[src/dbrr_pkg.sv]
// Shared constants, operation codes and command types of the round robin board sender.
`default_nettype none
package dbrr_pkg;

    localparam int BOARDS   = 8;
    localparam int DIGITS   = 8;
    localparam int BOARD_W  = (BOARDS > 1) ? $clog2(BOARDS) : 1;
    localparam int WORD_W   = 8 * DIGITS;

    localparam int OP_W     = 2;
    localparam int IN_BRD_W = 3;
    localparam int DIG_W    = 64;
    localparam int MASK_W   = 8;

    localparam logic [MASK_W-1:0] TOP_MASK_BIT = 8'h80;

    typedef enum logic [OP_W-1:0] {
        OP_PAINT   = 2'd0,
        OP_SEND    = 2'd1,
        OP_REFRESH = 2'd2,
        OP_NONE    = 2'd3
    } t_op;

    typedef struct packed {
        logic paint;
        logic send;
        logic refresh;
    } t_cmd;

endpackage
`default_nettype wire

[src/dbrr_if.sv]
// Valid/ready channel interfaces for request items and result items.
`default_nettype none
interface dbrr_req_if import dbrr_pkg::*; ();
    logic                valid;
    logic                ready;
    logic [OP_W-1:0]     op;
    logic [IN_BRD_W-1:0] board;
    logic [DIG_W-1:0]    digits;
    logic [MASK_W-1:0]   mask;
    logic                accepted;

    modport source (output valid, op, board, digits, mask, accepted, input ready);
    modport sink   (input valid, op, board, digits, mask, accepted, output ready);
endinterface

interface dbrr_rsp_if import dbrr_pkg::*; ();
    logic                valid;
    logic                ready;
    logic                found;
    logic [IN_BRD_W-1:0] sent_board;
    logic [DIG_W-1:0]    sent_digits;

    modport source (output valid, found, sent_board, sent_digits, input ready);
    modport sink   (input valid, found, sent_board, sent_digits, output ready);
endinterface
`default_nettype wire

[src/dbrr_ctrl.sv]
// Controller state machine: request acceptance, commands and the result slot.
`default_nettype none
module dbrr_ctrl import dbrr_pkg::*; (
    input  wire logic            i_clk,
    input  wire logic            i_rst_n,
    input  wire logic            i_in_valid,
    input  wire logic [OP_W-1:0] i_op,
    input  wire logic            i_out_ready,
    output logic                 o_in_ready,
    output logic                 o_out_valid,
    output t_cmd                 o_cmd
);

    typedef enum logic [1:0] {
        S_IDLE = 2'b01,
        S_HOLD = 2'b10
    } t_state;

    t_state r_state, n_state;
    logic   w_accept;

    always_comb begin
        unique case (r_state)
            S_IDLE:  o_in_ready = 1'b1;
            S_HOLD:  o_in_ready = i_out_ready;
            default: o_in_ready = 1'b0;
        endcase
    end

    assign w_accept    = i_in_valid && o_in_ready;
    assign o_out_valid = (r_state == S_HOLD);

    always_comb begin
        o_cmd = '0;
        if (w_accept) begin
            unique case (t_op'(i_op))
                OP_PAINT:   o_cmd.paint   = 1'b1;
                OP_SEND:    o_cmd.send    = 1'b1;
                OP_REFRESH: o_cmd.refresh = 1'b1;
                default:    o_cmd = '0;
            endcase
        end
    end

    always_comb begin
        n_state = r_state;
        unique case (r_state)
            S_IDLE: begin
                if (o_cmd.send) n_state = S_HOLD;
            end
            S_HOLD: begin
                if (o_cmd.send)       n_state = S_HOLD;
                else if (i_out_ready) n_state = S_IDLE;
            end
            default: n_state = S_IDLE;
        endcase
    end

    always_ff @(posedge i_clk) begin
        if (!i_rst_n) r_state <= S_IDLE;
        else          r_state <= n_state;
    end

    a_send_fills: assert property (@(posedge i_clk) disable iff (!i_rst_n)
        o_cmd.send |=> o_out_valid)
        else $error("send request did not produce a result");

    a_block_when_full: assert property (@(posedge i_clk) disable iff (!i_rst_n)
        (o_out_valid && !i_out_ready) |-> !o_in_ready)
        else $error("request taken while result slot is full");

    a_one_cmd: assert property (@(posedge i_clk) disable iff (!i_rst_n)
        $onehot0({o_cmd.paint, o_cmd.send, o_cmd.refresh}))
        else $error("more than one command issued");

endmodule
`default_nettype wire

[src/dbrr_dpath.sv]
// Datapath: digit store, changed flags, round robin search and result registers.
`default_nettype none
module dbrr_dpath import dbrr_pkg::*; (
    input  wire logic                i_clk,
    input  wire logic                i_rst_n,
    input  wire t_cmd                i_cmd,
    input  wire logic [IN_BRD_W-1:0] i_board,
    input  wire logic [DIG_W-1:0]    i_digits,
    input  wire logic [MASK_W-1:0]   i_mask,
    input  wire logic                i_accepted,
    output logic                     o_found,
    output logic [IN_BRD_W-1:0]      o_sent_board,
    output logic [DIG_W-1:0]         o_sent_digits
);

    logic [7:0]         r_mem [BOARDS][DIGITS];
    logic [BOARDS-1:0]  r_row_valid;
    logic [BOARDS-1:0]  r_flags;
    logic [BOARD_W-1:0] r_last;
    logic               r_found;
    logic [BOARD_W-1:0] r_board;
    logic [WORD_W-1:0]  r_rd;

    logic               w_in_range;
    logic [BOARD_W-1:0] w_paint_idx;
    logic [DIGITS-1:0]  w_sel;
    logic               w_hit;
    logic [BOARD_W-1:0] w_idx;
    logic [BOARD_W:0]   w_sum;

    assign w_in_range  = (32'(i_board) < BOARDS);
    assign w_paint_idx = BOARD_W'(i_board);

    always_comb begin
        for (int d = 0; d < DIGITS; d++) begin
            w_sel[d] = |(i_mask & (TOP_MASK_BIT >> d));
        end
    end

    always_comb begin
        w_hit = 1'b0;
        w_idx = '0;
        w_sum = '0;
        for (int k = BOARDS - 1; k >= 0; k--) begin
            w_sum = {1'b0, r_last} + (BOARD_W + 1)'(k + 1);
            if (32'(w_sum) >= BOARDS) w_sum = w_sum - (BOARD_W + 1)'(BOARDS);
            if (r_flags[BOARD_W'(w_sum)]) begin
                w_hit = 1'b1;
                w_idx = BOARD_W'(w_sum);
            end
        end
    end

    always_ff @(posedge i_clk) begin
        if (i_cmd.paint && w_in_range) begin
            for (int d = 0; d < DIGITS; d++) begin
                if (w_sel[d] || !r_row_valid[w_paint_idx]) begin
                    r_mem[w_paint_idx][d] <= w_sel[d] ? i_digits[8*d +: 8] : 8'h00;
                end
            end
        end
        if (i_cmd.send) begin
            for (int d = 0; d < DIGITS; d++) begin
                r_rd[8*d +: 8] <= (w_hit && r_row_valid[w_idx]) ? r_mem[w_idx][d] : 8'h00;
            end
            r_board <= w_hit ? w_idx : '0;
        end
    end

    always_ff @(posedge i_clk) begin
        if (!i_rst_n) begin
            r_row_valid <= '0;
            r_flags     <= '0;
            r_last      <= '0;
            r_found     <= 1'b0;
        end else begin
            if (i_cmd.paint && w_in_range) begin
                r_row_valid[w_paint_idx] <= 1'b1;
                r_flags[w_paint_idx]     <= 1'b1;
            end
            if (i_cmd.refresh) begin
                r_flags <= '1;
            end
            if (i_cmd.send) begin
                r_found <= w_hit;
                if (w_hit) begin
                    r_last <= w_idx;
                    if (i_accepted) r_flags[w_idx] <= 1'b0;
                end
            end
        end
    end

    assign o_found       = r_found;
    assign o_sent_board  = IN_BRD_W'(r_board);
    assign o_sent_digits = DIG_W'(r_rd);

    a_refresh_all: assert property (@(posedge i_clk) disable iff (!i_rst_n)
        i_cmd.refresh |=> (&r_flags))
        else $error("refresh left a board unmarked");

    a_clear_taken: assert property (@(posedge i_clk) disable iff (!i_rst_n)
        (i_cmd.send && w_hit && i_accepted) |=> !r_flags[$past(w_idx)])
        else $error("accepted board kept its changed flag");

    a_miss_keeps: assert property (@(posedge i_clk) disable iff (!i_rst_n)
        (i_cmd.send && !w_hit) |=> ($stable(r_last) && !r_found))
        else $error("empty search changed the served index");

endmodule
`default_nettype wire

[src/dirty_board_round_robin_sender.sv]
// Top level of the round robin sender of changed display boards.
//
//  Channel  Dir  Handshake    Payload
//  i_req    in   valid/ready  op, board, digits, mask, accepted
//  o_rsp    out  valid/ready  found, sent_board, sent_digits (one per send request)
//
// A request is accepted in a cycle with i_req.ready high; paint and refresh requests finish at that edge.
// A send request searches the changed flags and reads one store row at its acceptance
// edge, and its result is presented from the next cycle on.
// While a result waits, a new request is taken only in a cycle in which o_rsp is taken.
// Synchronous active-low reset clears the flags, the served index and the row valid bits.
`default_nettype none
module dirty_board_round_robin_sender import dbrr_pkg::*; (
    input  wire logic   i_clk,
    input  wire logic   i_rst_n,
    dbrr_req_if.sink    i_req,
    dbrr_rsp_if.source  o_rsp
);

    t_cmd w_cmd;

    dbrr_ctrl u_ctrl (
        .i_clk       (i_clk),
        .i_rst_n     (i_rst_n),
        .i_in_valid  (i_req.valid),
        .i_op        (i_req.op),
        .i_out_ready (o_rsp.ready),
        .o_in_ready  (i_req.ready),
        .o_out_valid (o_rsp.valid),
        .o_cmd       (w_cmd)
    );

    dbrr_dpath u_dpath (
        .i_clk         (i_clk),
        .i_rst_n       (i_rst_n),
        .i_cmd         (w_cmd),
        .i_board       (i_req.board),
        .i_digits      (i_req.digits),
        .i_mask        (i_req.mask),
        .i_accepted    (i_req.accepted),
        .o_found       (o_rsp.found),
        .o_sent_board  (o_rsp.sent_board),
        .o_sent_digits (o_rsp.sent_digits)
    );

endmodule
`default_nettype wire
[src/flat_wrapper.sv]
// flat-port wrapper written by rule: the top's interface ports become plain ports
module dirty_board_round_robin_sender_flat import dbrr_pkg::*;
  (i_clk, i_rst_n, i_req_valid, i_req_op, i_req_board, i_req_digits, i_req_mask, i_req_accepted, i_req_ready, o_rsp_valid, o_rsp_found, o_rsp_sent_board, o_rsp_sent_digits, o_rsp_ready);
  dbrr_req_if i_req_i ();
  dbrr_rsp_if o_rsp_i ();
  input  wire logic i_clk;
  input  wire logic i_rst_n;
  input wire logic [$bits(i_req_i.valid)-1:0] i_req_valid;
  input wire logic [$bits(i_req_i.op)-1:0] i_req_op;
  input wire logic [$bits(i_req_i.board)-1:0] i_req_board;
  input wire logic [$bits(i_req_i.digits)-1:0] i_req_digits;
  input wire logic [$bits(i_req_i.mask)-1:0] i_req_mask;
  input wire logic [$bits(i_req_i.accepted)-1:0] i_req_accepted;
  output wire logic [$bits(i_req_i.ready)-1:0] i_req_ready;
  output wire logic [$bits(o_rsp_i.valid)-1:0] o_rsp_valid;
  output wire logic [$bits(o_rsp_i.found)-1:0] o_rsp_found;
  output wire logic [$bits(o_rsp_i.sent_board)-1:0] o_rsp_sent_board;
  output wire logic [$bits(o_rsp_i.sent_digits)-1:0] o_rsp_sent_digits;
  input wire logic [$bits(o_rsp_i.ready)-1:0] o_rsp_ready;
  assign i_req_i.valid = i_req_valid;
  assign i_req_i.op = i_req_op;
  assign i_req_i.board = i_req_board;
  assign i_req_i.digits = i_req_digits;
  assign i_req_i.mask = i_req_mask;
  assign i_req_i.accepted = i_req_accepted;
  assign i_req_ready = i_req_i.ready;
  assign o_rsp_valid = o_rsp_i.valid;
  assign o_rsp_found = o_rsp_i.found;
  assign o_rsp_sent_board = o_rsp_i.sent_board;
  assign o_rsp_sent_digits = o_rsp_i.sent_digits;
  assign o_rsp_i.ready = o_rsp_ready;
  dirty_board_round_robin_sender u_core (.i_clk(i_clk), .i_rst_n(i_rst_n), .i_req(i_req_i), .o_rsp(o_rsp_i));
endmodule
[config.mk]
export PLATFORM = sky130hd
export DESIGN_NAME = dirty_board_round_robin_sender_flat
export DESIGN_NICKNAME = d
export VERILOG_FILES = /design/src/dbrr_pkg.sv /design/src/dbrr_if.sv /design/src/dbrr_ctrl.sv /design/src/dbrr_dpath.sv /design/src/dirty_board_round_robin_sender.sv /design/src/flat_wrapper.sv
export SDC_FILE = /design/constraint.sdc
export NUM_CORES = 1
export LEC_CHECK = 0
export BUFFER_PORTS_ARGS = -buffer_cell sky130_fd_sc_hd__clkbuf_2
export CORE_UTILIZATION = 60
export CTS_CLUSTER_SIZE = 12
export DETAILED_ROUTE_END_ITERATION = 8
export GPL_ROUTABILITY_DRIVEN = 0
export PLACE_DENSITY = 0.79
export SLEW_MARGIN = 20
export SYNTH_ARGS = -nofsm -noshare
export SYNTH_HDL_FRONTEND = slang
export SYNTH_SLANG_ARGS = --single-unit
[constraint.sdc]
create_clock -name i_clk -period 5.06 [get_ports i_clk]
set_input_delay 0.253 -clock i_clk [delete_from_list [all_inputs] [get_ports i_clk]]
set_output_delay 0.253 -clock i_clk [all_outputs]
set_load 0.005 [all_outputs]
==> summary.md <==
| Metric | Value |
|---|---|
| Layout Nets | `1696` |
| Die span in x | `204 um` |
| Power, Total | `12.8 mW` |
| Vias in the first global route | `13400` |
| Max-slew violations | `0` |
| CTS buffer count | `57` |
| Syn Std Cell Area | `24400 sq um` |
| Diode count | `0` |
| Initial antenna violation count | `0` |
| Final WL | `52300 um` |
| Crit share post-route | `0.867` |
| Initial DRT Pass Iterations | `6` |
| Setup Skew | `0.0259 ns` |
| Most frequent cells in the layout | `579 x edfxtp_1, 262 x mux2i_1, 151 x clkbuf_2` |
| Worst setup EP type | `register` |
| DIE AREA | `41500 sq um` |
| Required time of the critical path | `5.49 ns` |
| Via/cell ratio | `6.23` |
| Root Buffer | `clkbuf_16` |
| Overflow after GRT | `0` |
| CP max FO | `64` |
| Synth async-reset ratio | `0` |
| Worst vdd ir | `0.328 mV` |
| Slew at the pin with the worst max-slew slack | `1.09 ns` |
| FMAX | `228 MHz` |
| Sequential fraction of the synthesis area | `0.730` |
| Initial core utilization | `0.612` |
| Std cell rows | `73` |
| Total Neg Setup Slack | `0 ns` |
| Max_cap viols | `0` |
| Per-cell routed wire length | `24.2 um` |
| Core area | `39900 sq um` |
| Crit path kind | `reg2reg` |
| CTS max path bufs | `3` |
| Final min period | `4.39 ns` |
| First-pass GRT wire length | `77800 um` |
| DRC | `0` |
| GR Layer Usage met1 | `0.344` |
| Flops & latches, synth | `601` |
| # clock sinks | `601` |
| Vias | `13500` |
| Cell Area, Placed | `25600 sq um` |
| Final Util | `0.680` |
| Hold_buf cts | `0` |
| Most common cell after layout, fill and taps aside | `edfxtp_1` |
| Post-CTS sizing | `0` |
| Yosys cell types | `62` |
| H-tree depth | `2` |
| Syn Inst Count | `1452` |
| Port-buffer cells | `151` |
| CTS tree | `built` |
| Skew-Pair Late Insertion Delay | `0.59 ns` |
| Dpl cells | `2076` |
| Lkg Pwr | `9.84 nW` |
| Layout Area Growth over Synthesis | `11.1%` |
| Setup Viol. Count Final | `0` |
| Clock-pin slew on the worst setup and hold paths | `0.06 ns` |
| Ys Warns | `0` |
| Initial DRC Count | `1319` |
| Post-synth top flop | `edfxtp_1` |
| P per Cell Area | `471 nW/um^2` |
| Post-synth EDFFs | `579` |
| Buffer count from post-CTS setup fixing | `0` |
| Final Hold Vio Count | `0` |
| I/O Pins | `152` |
| GRT busiest layer | `met2` |
| Hold Crit Class | `in2reg` |
| Status | `finished, final reports clean` |
| Final instance area | `27100 sq um` |
| Die Ht | `204 um` |
| CP Launch Type | `register` |
| Routed Antenna Nets | `0` |
| Fin cells | `2161` |
| RSZ-0062 raised after global routing | `no` |
| Syn_area_per_cell | `16.8 sq um` |
| Layout filler cell count | `2564` |
| Share of cells above drive strength 1 | `0.160` |
| Max-slew headroom | `0.269` |
| GRT Total Usage | `0.253` |
| Largest net degree at the start of global routing | `65` |
| WP data arrival | `4.82 ns` |
| DP Wirelength | `30800 um` |
| Mapped Nets | `1538` |
| Global Route met3 Usage | `0.0436` |
| Met2 usage | `0.411` |
## cells by family after synthesis
family | after synthesis | synth area share
AND/OR/NAND/NOR | 269 | 0.0586
AO/OA/AOI/OAI | 207 | 0.0628
flip-flops | 601 | 0.730
buffers and inverters | 90 | 0.0265
multiplexers | 277 | 0.119
adder cells (fa/ha/maj) | 4 | 0.00205
XOR/XNOR | 4 | 0.00174
## cell usage after synthesis, drive strengths merged (2+ instances only)
cell,count,area share
a21o,2,0.00061
mux4,9,0.0083
a22oi,129,0.040
buf,39,0.018
inv,16,0.0028
a21oi,21,0.0043
clkbuf,34,0.0057
nor2,95,0.015
nor3,7,0.0014
mux2,6,0.0029
nor4,4,0.0010
dfxtp,22,0.018
nand2,13,0.0020
edfxtp,579,0.71
o21a,6,0.0018
xnor2,3,0.0014
nand2b,4,0.0010
nand3,2,0.00041
ha,4,0.0020
o211ai,8,0.0025
a211oi,10,0.0033
nand4b,2,0.00072
and3,66,0.017
and2,67,0.017
o21ai,5,0.0015
a2111oi,2,0.0012
mux2i,262,0.11
nor2b,4,0.0010
or3,2,0.00051
o31ai,7,0.0022
a31oi,4,0.0010
o2111ai,3,0.0011
## metrics by stage
stage / setup slack [ns] / hold slack, ns
floorplan: 0.806 / 0.382
global placement: 0.900 / 0.476
detailed placement: 0.751 / 0.474
CTS: 0.721 / 0.0417
global route: 0.368 / 0.0655
finish: 0.674 / 0.0496
## metal layers
metal  part of all wire  up-vias  wire (um)
met5                  0        -          0
met4              0.035        0       1810
met3              0.078      133       4070
met2               0.49      626      25400
met1               0.40     6671      20900
li1                   -     6038          -
## report_power, final
part | switching, mW | internal, mW | leakage [nW]
Combinational | 1.97 | 1.42 | 3.57
Clock | 1.64 | 2.10 | 0.765
Sequential | 0.0419 | 5.62 | 5.51
## cell type report
type / count / area (sq um) / area share
inverters: 17 / 77.6 / 0.00286
repair buffers: 172 / 1040 / 0.0383
clock inverters: 4 / 21.3 / 0.000784
multi-input cells: 761 / 5970 / 0.220
well taps: 525 / 657 / 0.0242
clock buffers: 81 / 1560 / 0.0574
flip-flops and latches: 601 / 17800 / 0.657
## flip-flops by register name, indices dropped and copies added (netlist names)
signal                        count
u_core.u_dpath.o_sent_digits     64
u_core.u_dpath.r_row_valid        8
u_core.u_dpath.r_mem            512
u_core.u_ctrl.r_state             2
u_core.u_dpath.r_last             3
u_core.u_dpath.o_sent_board       3
u_core.u_dpath.o_found            1
u_core.u_dpath.r_flags            8
## critical path, stage by stage, from the launching register on
cell	delay [ns]
dfxtp_1	0.33
inv_1	0.11
ha_1	0.58
mux2_1	0.39
nor3_1	0.38
a211o_1	0.19
a311oi_1	0.10
a221oi_1	0.28
a21o_1	0.40
clkinv_8	0.33
a41oi_1	0.27
and4_2	0.27
buf_12	0.31
and3_1	0.24
## path summary, 6_finish.rpt
| path | cells past startpoint | slack [ns] | start | to |
|---|---|---|---|---|
| max | 13 | 0.67 | u_core.u_dpath.r_last[0] | u_core.u_dpath.o_sent_digits[49] |
| min | 3 | 0.05 | o_rsp_ready | u_core.u_ctrl.r_state[0] |
| max reg2reg | 13 | 0.67 | u_core.u_dpath.r_last[0] | u_core.u_dpath.o_sent_digits[49] |
| min reg2reg | 2 | 0.49 | u_core.u_dpath.r_row_valid[7] | u_core.u_dpath.r_row_valid[7] |
Power figures use the tool's default switching activity.
